==> src/design/tzo_pkg.sv <==
package tzo_pkg;

   localparam int unsigned ACC_W = 63;
   localparam int unsigned RSP_DATA_W = 80;

   localparam logic [ACC_W-1:0] ACC_MAX = '1;
   localparam logic [ACC_W-1:0] DIGIT_LIMIT = ACC_MAX / 10;
   localparam logic [3:0] DIGIT_REM = 4'(ACC_MAX % 10);
   localparam logic [ACC_W-1:0] HOUR_LIMIT = ACC_MAX / 3600;
   localparam logic [ACC_W-1:0] MINUTE_LIMIT = ACC_MAX / 60;
   localparam logic [ACC_W-1:0] HOUR_SECONDS = 63'd3600;
   localparam logic [ACC_W-1:0] MINUTE_SECONDS = 63'd60;

   localparam logic [7:0] CH_NUL = 8'h00;
   localparam logic [7:0] CH_LT = 8'h3C;
   localparam logic [7:0] CH_GT = 8'h3E;
   localparam logic [7:0] CH_PLUS = 8'h2B;
   localparam logic [7:0] CH_MINUS = 8'h2D;
   localparam logic [7:0] CH_COLON = 8'h3A;
   localparam logic [7:0] CH_ZERO = 8'h30;
   localparam logic [7:0] CH_NINE = 8'h39;
   localparam logic [7:0] CH_UPPER_A = 8'h41;
   localparam logic [7:0] CH_UPPER_Z = 8'h5A;
   localparam logic [7:0] CH_LOWER_A = 8'h61;
   localparam logic [7:0] CH_LOWER_Z = 8'h7A;

   typedef enum logic [3:0] {
      PH_STD_START,
      PH_STD_Q,
      PH_STD_ALPHA,
      PH_SIGN,
      PH_H_FIRST,
      PH_H,
      PH_M_START,
      PH_M,
      PH_S_START,
      PH_S,
      PH_DST_START,
      PH_DST_Q,
      PH_DST_ALPHA,
      PH_IGNORE
   } phase_type;

   typedef enum logic [1:0] {
      ROLE_NONE,
      ROLE_STD,
      ROLE_DST,
      ROLE_SYNTAX
   } role_type;

   typedef struct packed {
      role_type         role;
      logic [4:0]       name_pos;
      logic             done;
      logic             neg;
      logic             std_empty;
      logic             dst_empty;
   } meta_type;

   typedef struct packed {
      meta_type         meta;
      logic [ACC_W-1:0] hours;
      logic [ACC_W-1:0] minutes;
      logic [ACC_W-1:0] seconds;
   } step_type;

   function automatic logic is_letter(input logic [7:0] c);
      return (c >= CH_UPPER_A && c <= CH_UPPER_Z) || (c >= CH_LOWER_A && c <= CH_LOWER_Z);
   endfunction

   function automatic logic is_digit(input logic [7:0] c);
      return c >= CH_ZERO && c <= CH_NINE;
   endfunction

   // Appends one decimal digit, saturating at the accumulator maximum.
   function automatic logic [ACC_W-1:0] acc_digit(input logic [ACC_W-1:0] acc,
                                                  input logic [3:0] d);
      logic [ACC_W-1:0] limit;
      limit = (d > DIGIT_REM) ? DIGIT_LIMIT - 63'd1 : DIGIT_LIMIT;
      if (acc > limit) begin
         return ACC_MAX;
      end
      return (acc << 3) + (acc << 1) + {59'd0, d};
   endfunction

endpackage

==> src/design/tzo_parser.sv <==
module tzo_parser #(
   parameter int NAME_CAP = 32
) (
   input  logic              clock,
   input  logic              reset,
   input  logic              take,
   input  logic [7:0]        ch,
   output tzo_pkg::step_type step
);
   import tzo_pkg::*;

   localparam int CW = $clog2(NAME_CAP);
   localparam logic [CW-1:0] CAP_LAST = CW'(NAME_CAP - 1);

   phase_type        phase_ff, phase_in;
   logic             neg_ff, neg_in;
   logic [ACC_W-1:0] hours_ff, hours_in;
   logic [ACC_W-1:0] minutes_ff, minutes_in;
   logic [ACC_W-1:0] seconds_ff, seconds_in;
   logic [CW-1:0]    std_count_ff, std_count_in;
   logic [CW-1:0]    dst_count_ff, dst_count_in;

   always_comb begin
      phase_type eff;
      logic      lt_c;
      logic      gt_c;
      logic      letter_c;
      logic      digit_c;
      logic      colon_c;
      logic      sign_c;
      phase_in = phase_ff;
      neg_in = neg_ff;
      hours_in = hours_ff;
      minutes_in = minutes_ff;
      seconds_in = seconds_ff;
      std_count_in = std_count_ff;
      dst_count_in = dst_count_ff;
      step = '0;
      step.meta.role = ROLE_NONE;
      lt_c = (ch == CH_LT);
      gt_c = (ch == CH_GT);
      letter_c = is_letter(ch);
      digit_c = is_digit(ch);
      colon_c = (ch == CH_COLON);
      sign_c = (ch == CH_PLUS) || (ch == CH_MINUS);
      eff = phase_ff;
      if (ch == CH_NUL) begin
         step.meta.done = 1'b1;
         step.meta.neg = neg_ff;
         step.meta.std_empty = (std_count_ff == '0);
         step.meta.dst_empty = (dst_count_ff == '0);
         step.hours = hours_ff;
         step.minutes = minutes_ff;
         step.seconds = seconds_ff;
         phase_in = PH_STD_START;
         neg_in = 1'b0;
         hours_in = '0;
         minutes_in = '0;
         seconds_in = '0;
         std_count_in = '0;
         dst_count_in = '0;
      end else begin
         // A character that a phase does not consume falls through to the next one.
         if (eff == PH_STD_START && !lt_c) begin
            eff = PH_STD_ALPHA;
         end
         if (eff == PH_STD_ALPHA && !letter_c) begin
            eff = PH_SIGN;
         end
         if (eff == PH_SIGN && !sign_c) begin
            eff = PH_H_FIRST;
         end
         if ((eff == PH_H_FIRST && !digit_c) || (eff == PH_H && !digit_c && !colon_c)) begin
            eff = PH_DST_START;
         end
         if ((eff == PH_M_START || eff == PH_M) && !digit_c && !colon_c) begin
            eff = PH_DST_START;
         end
         if ((eff == PH_S_START || eff == PH_S) && !digit_c) begin
            eff = PH_DST_START;
         end
         unique case (eff)
            PH_STD_START: begin
               step.meta.role = ROLE_SYNTAX;
               phase_in = PH_STD_Q;
            end
            PH_STD_Q: begin
               if (gt_c) begin
                  step.meta.role = ROLE_SYNTAX;
                  phase_in = PH_SIGN;
               end else if (std_count_ff < CAP_LAST) begin
                  step.meta.role = ROLE_STD;
                  step.meta.name_pos = 5'(std_count_ff);
                  std_count_in = std_count_ff + 1'b1;
               end
            end
            PH_STD_ALPHA: begin
               phase_in = PH_STD_ALPHA;
               if (std_count_ff < CAP_LAST) begin
                  step.meta.role = ROLE_STD;
                  step.meta.name_pos = 5'(std_count_ff);
                  std_count_in = std_count_ff + 1'b1;
               end
            end
            PH_SIGN: begin
               step.meta.role = ROLE_SYNTAX;
               phase_in = PH_H_FIRST;
               if (ch == CH_MINUS) begin
                  neg_in = 1'b1;
               end
            end
            PH_H_FIRST, PH_H: begin
               step.meta.role = ROLE_SYNTAX;
               if (digit_c) begin
                  hours_in = acc_digit(hours_ff, ch[3:0]);
                  phase_in = PH_H;
               end else begin
                  phase_in = PH_M_START;
               end
            end
            PH_M_START, PH_M: begin
               step.meta.role = ROLE_SYNTAX;
               if (digit_c) begin
                  minutes_in = acc_digit(minutes_ff, ch[3:0]);
                  phase_in = PH_M;
               end else begin
                  phase_in = PH_S_START;
               end
            end
            PH_S_START, PH_S: begin
               step.meta.role = ROLE_SYNTAX;
               seconds_in = acc_digit(seconds_ff, ch[3:0]);
               phase_in = PH_S;
            end
            PH_DST_START: begin
               if (lt_c) begin
                  step.meta.role = ROLE_SYNTAX;
                  phase_in = PH_DST_Q;
               end else if (letter_c) begin
                  phase_in = PH_DST_ALPHA;
                  if (dst_count_ff < CAP_LAST) begin
                     step.meta.role = ROLE_DST;
                     step.meta.name_pos = 5'(dst_count_ff);
                     dst_count_in = dst_count_ff + 1'b1;
                  end
               end else begin
                  phase_in = PH_IGNORE;
               end
            end
            PH_DST_Q: begin
               if (gt_c) begin
                  step.meta.role = ROLE_SYNTAX;
                  phase_in = PH_IGNORE;
               end else if (dst_count_ff < CAP_LAST) begin
                  step.meta.role = ROLE_DST;
                  step.meta.name_pos = 5'(dst_count_ff);
                  dst_count_in = dst_count_ff + 1'b1;
               end
            end
            PH_DST_ALPHA: begin
               if (!letter_c) begin
                  phase_in = PH_IGNORE;
               end else if (dst_count_ff < CAP_LAST) begin
                  step.meta.role = ROLE_DST;
                  step.meta.name_pos = 5'(dst_count_ff);
                  dst_count_in = dst_count_ff + 1'b1;
               end
            end
            default: begin
               phase_in = PH_IGNORE;
            end
         endcase
      end
   end

   always_ff @(posedge clock) begin
      if (reset) begin
         phase_ff <= PH_STD_START;
         neg_ff <= 1'b0;
         hours_ff <= '0;
         minutes_ff <= '0;
         seconds_ff <= '0;
         std_count_ff <= '0;
         dst_count_ff <= '0;
      end else if (take) begin
         phase_ff <= phase_in;
         neg_ff <= neg_in;
         hours_ff <= hours_in;
         minutes_ff <= minutes_in;
         seconds_ff <= seconds_in;
         std_count_ff <= std_count_in;
         dst_count_ff <= dst_count_in;
      end
   end

endmodule

==> src/design/tzo_offset_pipe.sv <==
module tzo_offset_pipe (
   input  logic              clock,
   input  logic              reset,
   input  logic              in_valid,
   output logic              in_ready,
   input  tzo_pkg::step_type in_step,
   output logic              out_valid,
   input  logic              out_ready,
   output tzo_pkg::meta_type out_meta,
   output logic [63:0]       out_offset
);
   import tzo_pkg::*;

   logic             v1_ff, v2_ff, v3_ff, v4_ff, v5_ff;
   logic             rdy1, rdy2, rdy3, rdy4, rdy5;

   step_type         s1_ff;
   meta_type         m2_ff, m3_ff, m4_ff, m5_ff;
   logic [ACC_W-1:0] hp2_ff, mp2_ff, sec2_ff, sec3_ff, t3_ff, t4_ff;
   logic [63:0]      off5_ff;

   logic [ACC_W-1:0] hp_in, mp_in, t3_in, t4_in;
   logic [63:0]      sum3, sum4, off5_in;

   assign rdy5 = !v5_ff || out_ready;
   assign rdy4 = !v4_ff || rdy5;
   assign rdy3 = !v3_ff || rdy4;
   assign rdy2 = !v2_ff || rdy3;
   assign rdy1 = !v1_ff || rdy2;
   assign in_ready = rdy1;

   always_comb begin
      hp_in = (s1_ff.hours > HOUR_LIMIT) ? ACC_MAX : s1_ff.hours * HOUR_SECONDS;
      mp_in = (s1_ff.minutes > MINUTE_LIMIT) ? ACC_MAX : s1_ff.minutes * MINUTE_SECONDS;
      sum3 = {1'b0, hp2_ff} + {1'b0, mp2_ff};
      t3_in = sum3[63] ? ACC_MAX : sum3[ACC_W-1:0];
      sum4 = {1'b0, t3_ff} + {1'b0, sec3_ff};
      t4_in = sum4[63] ? ACC_MAX : sum4[ACC_W-1:0];
      off5_in = m4_ff.neg ? 64'd0 - {1'b0, t4_ff} : {1'b0, t4_ff};
   end

   always_ff @(posedge clock) begin
      if (reset) begin
         v1_ff <= 1'b0;
         v2_ff <= 1'b0;
         v3_ff <= 1'b0;
         v4_ff <= 1'b0;
         v5_ff <= 1'b0;
      end else begin
         if (rdy1) begin
            v1_ff <= in_valid;
         end
         if (rdy2) begin
            v2_ff <= v1_ff;
         end
         if (rdy3) begin
            v3_ff <= v2_ff;
         end
         if (rdy4) begin
            v4_ff <= v3_ff;
         end
         if (rdy5) begin
            v5_ff <= v4_ff;
         end
      end
   end

   always_ff @(posedge clock) begin
      if (rdy1 && in_valid) begin
         s1_ff <= in_step;
      end
      if (rdy2 && v1_ff) begin
         m2_ff <= s1_ff.meta;
         hp2_ff <= hp_in;
         mp2_ff <= mp_in;
         sec2_ff <= s1_ff.seconds;
      end
      if (rdy3 && v2_ff) begin
         m3_ff <= m2_ff;
         t3_ff <= t3_in;
         sec3_ff <= sec2_ff;
      end
      if (rdy4 && v3_ff) begin
         m4_ff <= m3_ff;
         t4_ff <= t4_in;
      end
      if (rdy5 && v4_ff) begin
         m5_ff <= m4_ff;
         off5_ff <= off5_in;
      end
   end

   assign out_valid = v5_ff;
   assign out_meta = m5_ff;
   assign out_offset = off5_ff;

endmodule

==> src/design/tz_string_offset_parser_unit.sv <==
// POSIX TZ string offset parser.
// The req channel carries one character of a TZ string per transaction; a NUL
// character ends the string and returns the parser to its start state.
// The rsp channel returns exactly one transaction per character, in order:
// the character's role and its position in its zone name. On the NUL
// character rsp_tlast is high, and the transaction also carries the offset
// in seconds west of UTC (saturated, negated for a minus sign) and the flags
// that mark an empty standard or daylight name.
// One character is accepted in every cycle while req_tready is high. The
// parse step runs in the cycle of acceptance; the offset arithmetic (scaling,
// two saturating adds and the sign) takes four more register stages before
// the result is presented on rsp.
// Each stage holds its item while the next one is full, so a stalled
// receiver fills the five stages before req_tready falls.
// Reset clears the parse state and empties the pipeline.
module tz_string_offset_parser_unit #(
   parameter int NAME_CAP = 32
) (
   input  logic                               clock,
   input  logic                               reset,
   input  logic                               req_tvalid,
   output logic                               req_tready,
   // [7:0] ch
   input  logic [7:0]                         req_tdata,
   output logic                               rsp_tvalid,
   input  logic                               rsp_tready,
   // [1:0] role, [6:2] name_pos, [70:7] offset_seconds, [71] std_empty,
   // [72] dst_empty, [79:73] zero
   output logic [tzo_pkg::RSP_DATA_W-1:0]     rsp_tdata,
   output logic                               rsp_tlast
);
   import tzo_pkg::*;

   step_type    step;
   meta_type    out_meta;
   logic [63:0] out_offset;
   logic        take;

   assign take = req_tvalid && req_tready;

   tzo_parser #(
      .NAME_CAP(NAME_CAP)
   ) u_parser (
      .clock(clock),
      .reset(reset),
      .take(take),
      .ch(req_tdata),
      .step(step)
   );

   tzo_offset_pipe u_pipe (
      .clock(clock),
      .reset(reset),
      .in_valid(req_tvalid),
      .in_ready(req_tready),
      .in_step(step),
      .out_valid(rsp_tvalid),
      .out_ready(rsp_tready),
      .out_meta(out_meta),
      .out_offset(out_offset)
   );

   assign rsp_tdata = {7'd0, out_meta.dst_empty, out_meta.std_empty, out_offset,
                       out_meta.name_pos, out_meta.role};
   assign rsp_tlast = out_meta.done;

endmodule

==> config.mk <==
export PLATFORM = sky130hd
export DESIGN_NAME = tz_string_offset_parser_unit
export DESIGN_NICKNAME = d
export VERILOG_FILES = /design/src/design/tzo_pkg.sv /design/src/design/tzo_parser.sv /design/src/design/tzo_offset_pipe.sv /design/src/design/tz_string_offset_parser_unit.sv
export SDC_FILE = /design/constraint.sdc
export NUM_CORES = 2
export LEC_CHECK = 0
export BUFFER_PORTS_ARGS = -buffer_cell sky130_fd_sc_hd__buf_2
export CORE_UTILIZATION = 65
export CTS_CLUSTER_DIAMETER = 150
export CTS_CLUSTER_SIZE = 10
export DETAILED_ROUTE_END_ITERATION = 12
export PLACE_DENSITY_LB_ADDON = 0.12
export SLEW_MARGIN = 20
export SYNTH_ARGS = -nofsm -noshare
export SYNTH_HDL_FRONTEND = slang
export SYNTH_SLANG_ARGS = --single-unit
==> constraint.sdc <==
create_clock -name clock -period 22.9 [get_ports clock]
set_clock_uncertainty 0.05 [all_clocks]
set_input_delay 0 -clock clock [delete_from_list [all_inputs] [get_ports clock]]
set_output_delay 0 -clock clock [all_outputs]
set_load 0.03 [all_outputs]
[Yosys cells after proc, flatten, opt, wreduce, memory -nomap -nowiden]
Cells that the tools add are included.
Word-level totals
  flip-flop bits (word level): 894
  word-level logic and storage cells: 248
  memory bits (read-only): 0
  memory bits (writable): 0
  output and inout port bits: 83
  bits in latches: 0
  memories: 0
  input port bits: 12
Cells by class
  shift-type cells: 0
  add/subtract/negate cells: 11
  div/mod/pow operators: 0
  bitwise operators: 0
  order comparisons: 14
  reductions and logical operators: 61
  muxes and demuxes: 75
  $mul: 2
  eq/ne operators: 31
Operator list (count)
  $mux W63: 15
  $mux W193: 1
  $add A63 B4 Y63: 3
  $add A63 B63 Y63: 3
  $gt A63 B63 Y1: 3
  $add A63 B63 Y64: 2
  $mux W4: 18
  $sub A1 B63 Y64 const A: 1
  $gt A63 B52 Y1 const B: 1
  $gt A63 B58 Y1 const B: 1
  $mul A63 B4 Y61 const B: 1
  $mul A63 B8 Y59 const B: 1
  $mux W5: 11
  $eq A8 B6 Y1 const B: 5
  $pmux W4 S10: 1
  $eq A4 B3 Y1 const B: 8
  $eq A4 B4 Y1 const B: 7
  $pmux W5 S5: 1
  $logic_and A1 B1 Y1: 17
  $eq A4 B2 Y1 const B: 4
  $ge A8 B7 Y1 const B: 2
  $le A8 B7 Y1 const B: 2
  $mux W1: 15
  $pmux W5 S3: 1
  other kinds (27): 70

[Longest topological paths before layout]
  depth in word-level cells: 38
  gate-level depth with buffers: 20
  mapped depth without buffers: 19

[Cells and area by module]
A second synthesis with hierarchy kept.
Unflattened totals
  cell total of the unflattened synthesis: 7028
  area, all modules: 68634.6 um2
Modules (own cells, without submodules)
  tzo_offset_pipe: seq. area each 20579.7 um2, instances 1, cells each 4023, area each 45539.9 um2
  tzo_parser: seq. area each 4083.9 um2, instances 1, cells each 2996, area each 23032.1 um2
  tz_string_offset_parser_unit: seq. area each 0.0 um2, instances 1, cells each 9, area each 62.6 um2

[Worst setup path after synthesis]
OpenSTA, ideal clock, no wires.
  kind: register to register
  start: register u_pipe.v5_ff, in the netlist u_pipe.out_valid
  end: register u_pipe.hp2_ff[10], enable pin
  clock period less this slack: 16.056 ns
  stages on the path, launching flop included: 4
  path slack: 6.844 ns
  path buffers: 0
  arrival: 14.954 ns
  setup time: 1.052 ns
  required time: 21.798 ns
  cell sequence: dfxtp_1 nor2b_1 and3_1 a21boi_0
On the way
  cells in the longest elaborated chain, start to end: 6
RTL lines
  start, declared: RTL line tzo_offset_pipe.sv:14  | logic v1_ff, v2_ff, v3_ff, v4_ff, v5_ff;
  start signal, assigned: RTL line tzo_offset_pipe.sv:63  | v5_ff <= v4_ff;
  $logic_not A1 Y1: RTL line tzo_offset_pipe.sv:25  | assign rdy5 = !v5_ff || out_ready;
  $logic_or A1 B1 Y1: RTL line tzo_offset_pipe.sv:25
  $logic_or A1 B1 Y1: RTL line tzo_offset_pipe.sv:26  | assign rdy4 = !v4_ff || rdy5;
  $logic_or A1 B1 Y1: RTL line tzo_offset_pipe.sv:27  | assign rdy3 = !v3_ff || rdy4;
  $logic_or A1 B1 Y1: RTL line tzo_offset_pipe.sv:28  | assign rdy2 = !v2_ff || rdy3;
  $logic_and A1 B1 Y1: RTL line tzo_offset_pipe.sv:72  | if (rdy2 && v1_ff) begin
  end signal, assigned: RTL line tzo_offset_pipe.sv:74  | hp2_ff <= hp_in;
  end, declared: RTL line tzo_offset_pipe.sv:19  | logic [ACC_W-1:0] hp2_ff, mp2_ff, sec2_ff, sec3_ff, t3_ff, t4_ff;
No other way between the ends.
A chain may end at the register's enable or synchronous reset.

[Worst setup path in the final report]
  start: register u_pipe.s1_ff[132] (netlist name)
  end: register u_pipe.hp2_ff[62] (data pin)
On the way
  cells in the longest elaborated chain, start to end: 1
  elaborated cells between the ends (all ways): 2
  classes of those cells: mul: 1; order compare: 1
RTL lines
  start, declared: RTL line tzo_offset_pipe.sv:17  | step_type s1_ff;
  start signal, assigned: RTL line tzo_offset_pipe.sv:70  | s1_ff <= in_step;
  $mul A63 B8 Y59 / $gt A63 B52 Y1 (equally long branches): RTL line tzo_offset_pipe.sv:33  | hp_in = (s1_ff.hours > HOUR_LIMIT) ? ACC_MAX : s1_ff.hours * HOUR_SECONDS;
Parallel ways exist; a longest one is shown, timed or not.

==> impl_metrics.tcl <==
set metrics [dict create \
    hold_ws_ns 0.137 \
    top_layer "met4" \
    hold_violations 0 \
    yosys.area_share.simple_pct 13.0 \
    cts_buffer_depth 3 \
    crit_path_max_incr_delay_ns 0.79 \
    grt_pass1_vias 48827 \
    critPathCaptureType "flip-flop" \
    via_per_inst 6.22 \
    h-tree-depth 3 \
    slowest_stage "o41ai_1" \
    gp_congestion 0.958 \
    design_area_mm2 0.0717 \
    worst_slack_ns 17.00 \
    drive_gt1_share_pct 4.29 \
    antenna_left 0 \
    initial_core_util_pct 65.9 \
    area_growth_pct 6.58 \
    dieArea_mm2 0.105 \
    grt_use_total_pct 32.5 \
    met3_length_mm 8.60 \
    power.total_mw 4.14 \
    drt-met1-wl_mm 74.2 \
    synth_cells 6770 \
    grt_max_degree 96 \
    slew_viol_final 0 \
    synth_top_area_share_pct 30.4 \
    synth_compound_area_share_pct 18.1 \
    maxCapViolations 0 \
    grt_antenna_before_repair 0 \
    final_cells 8173 \
    place_inst 8007 \
    nets 7829 \
    ctsRootBufferMaster "clkbuf_16" \
    synth_seq_area_share_pct 36.6 \
    powerDensity_mw_per_mm2 57.7 \
    required_ns 23.27 \
    synth_edf_count 681 \
    crit_top_cell "ha_1" \
    via_count 50813 \
    worstMarginPinSlew_ns 1.11 \
    timing.slew.headroom_pct 25.6 \
    post-route-util_pct 70.2 \
    synthAdderAreaFrac_pct 22.4 \
    cts_tree "built" \
    synth_xor_area_share_pct 5.92 \
    io_pins 95 \
    fin_crit_sh_pct 25.7 \
    clock_latency_ns 0.71 \
    worstSetupPathType "reg2reg" \
    cts_made_buffers 98 \
    p_leak_nw 29.7 \
    drt_iter0_drc 4063 \
    ir_worst_vdd_mv 0.0611 \
    fmax_mhz 170 \
    n_antenna_cell 0 \
    grt_pass1_wl_mm 269 \
    cts_resized 0 \
    synth_area_mm2 0.0673 \
    rsz0062_at_grt "no" \
    die_h_um 324 \
    hp-class "in2reg" \
    yosysUniqueCellTypes 82 \
    detailed_place_hpwl_mm 132 \
    rows 117 \
    gr-total-overflow 0 \
    startpoint_type "flip-flop" \
    synth_top_family_by_area "adder cells" \
    fp.dieW_um 324 \
    routed_wl_mm 170 \
    synth_top_flop_cell "edfxtp_1" \
    wl_met2_mm 79.9 \
    finalSetupTns_ns 0 \
    yosys.area.top_type "edfxtp_1" \
    io_buffers 87 \
    synthTopCellsByArea "edfxtp_1 (30%), ha_1 (16%), fa_1 (6.7%)" \
    core_area_mm2 0.102 \
    worstPathMaxFanout 6 \
    setup_viol 0 \
    arrival_ns 6.26 \
    yosys_warnings 0 \
    timing.final.crit_period_ns 5.90 \
    synth.mux.area_fraction_pct 0.104 \
    synth_seq_cells 890 \
    syn_avg_cell_area_um2 9.94 \
    crit_family "compound AO/OA/AOI/OAI gates" \
    synthArstFlopShare_pct 0 \
    crit_chain "fa_1 -> ha_1 -> inv_1 -> fa_1 -> inv_1 -> ha_1 -> ha_1 -> and3_1 -> nand3_1 -> o31ai_1 -> o311ai_0 -> a31oi_1 -> a221oi_1 -> o41ai_1 -> a211o_1 -> a21oi_1 -> xnor2_1 -> nand2_1" \
    crit_buf_inv 2 \
    synth_commonest_cells "ha_1 (845), edfxtp_1 (681), a21oi_1 (609)" \
    yosysMostFrequentCell "ha_1" \
    clock-sinks 890 \
    wl_per_cell_um 20.8 \
    drc 0 \
    post_dp_cell_area_mm2 0.0688 \
    clkTransAtPathRegs_ns 0.07 \
    pre_cts_slack_ns 17.01 \
    status "completed" \
    dr.pass1.iters 6 \
]
==> report_power, final <==
part           internal, mW  switching [mW]
Sequential             1.78          0.0488
Clock                 0.797           0.640
Combinational         0.338           0.534
Total                  2.91            1.22
==> state kept, by name, indices dropped and copies added, names as in the netlist, 60 cells and up <==
register             count
u_parser.minutes_ff     63
u_pipe.hp2_ff           60
u_pipe.t4_ff            63
u_parser.hours_ff       63
u_pipe.mp2_ff           62
u_pipe.out_offset       64
u_pipe.s1_ff           200
u_parser.seconds_ff     63
u_pipe.t3_ff            63
u_pipe.sec2_ff          63
u_pipe.sec3_ff          63
==> worst min-delay path, stage by stage <==
cell      delay (ns)
buf_2           0.23
nand3b_1        0.18
or3_1           0.16
nand2_1         0.06
nand2_1         0.06
a22oi_1         0.08
nor2_1          0.08
==> kinds of logic after synthesis <==
family	Yosys count
compound gates	1896
simple gates	1755
fa+ha+maj	1069
flops	890
buf+inv	697
xor+xnor	455
mux	7
other cells	1
==> final timing paths <==
| check | from | endpoint | slack (ns) | cells after the start |
|---|---|---|---|---|
| max reg2reg | u_pipe.s1_ff[132]$_SDFFCE_PN0P_ | u_pipe.hp2_ff[62]$_SDFFCE_PP1P_ | 17.00 | 18 |
| min reg2reg | u_pipe.s1_ff[18]$_SDFFCE_PN0P_ | u_pipe.sec2_ff[18]$_DFFE_PP_ | 0.35 | 0 |
| min | req_tdata[2] | u_parser.phase_ff[2]$_SDFFE_PP0P_ | 0.14 | 7 |
| max | u_pipe.s1_ff[132]$_SDFFCE_PN0P_ | u_pipe.hp2_ff[62]$_SDFFCE_PP1P_ | 17.00 | 18 |
==> layout by cell type (no fill, tap or decap), types with 79 or more instances in the layout <==
cell	instances
a21o_1	276
a21oi_1	609
edfxtp_1	681
xor2_1	167
nor3_1	100
nand4_1	116
a211oi_1	127
nand2b_1	79
inv_1	439
nand2_1	551
xnor2_1	288
and2_1	220
o21ai_0	348
dfxtp_1	209
fa_1	224
clkbuf_16	99
nand3_1	145
buf_2	86
ha_1	845
nor2_1	285
==> what timing repair did <==
action / 4_1_cts / 5_1_grt
setup endpoints to repair: 0 / 0
setup buffers: 0 / 0
hold buffers: 9 / 0
endpoints found under the hold margin: 64 / 0
==> layout make-up <==
cell class	count	area, µm²
timing repair buffer	128	772
fill	7840	30500
clock buffer	152	2680
sequential	890	24600
multi-input combinational	5189	40100
tap	1368	1710
inverter	441	1670
clock inverter	5	115
==> per-layer routing <==
metal / track usage (%) / vias up
met4: 13.4 / 0
met2: 54.0 / 1513
met5: 0 / -
li1: - / 24631
met1: 43.4 / 24336
met3: 3.58 / 333
(Power assumes the default switching activity.)
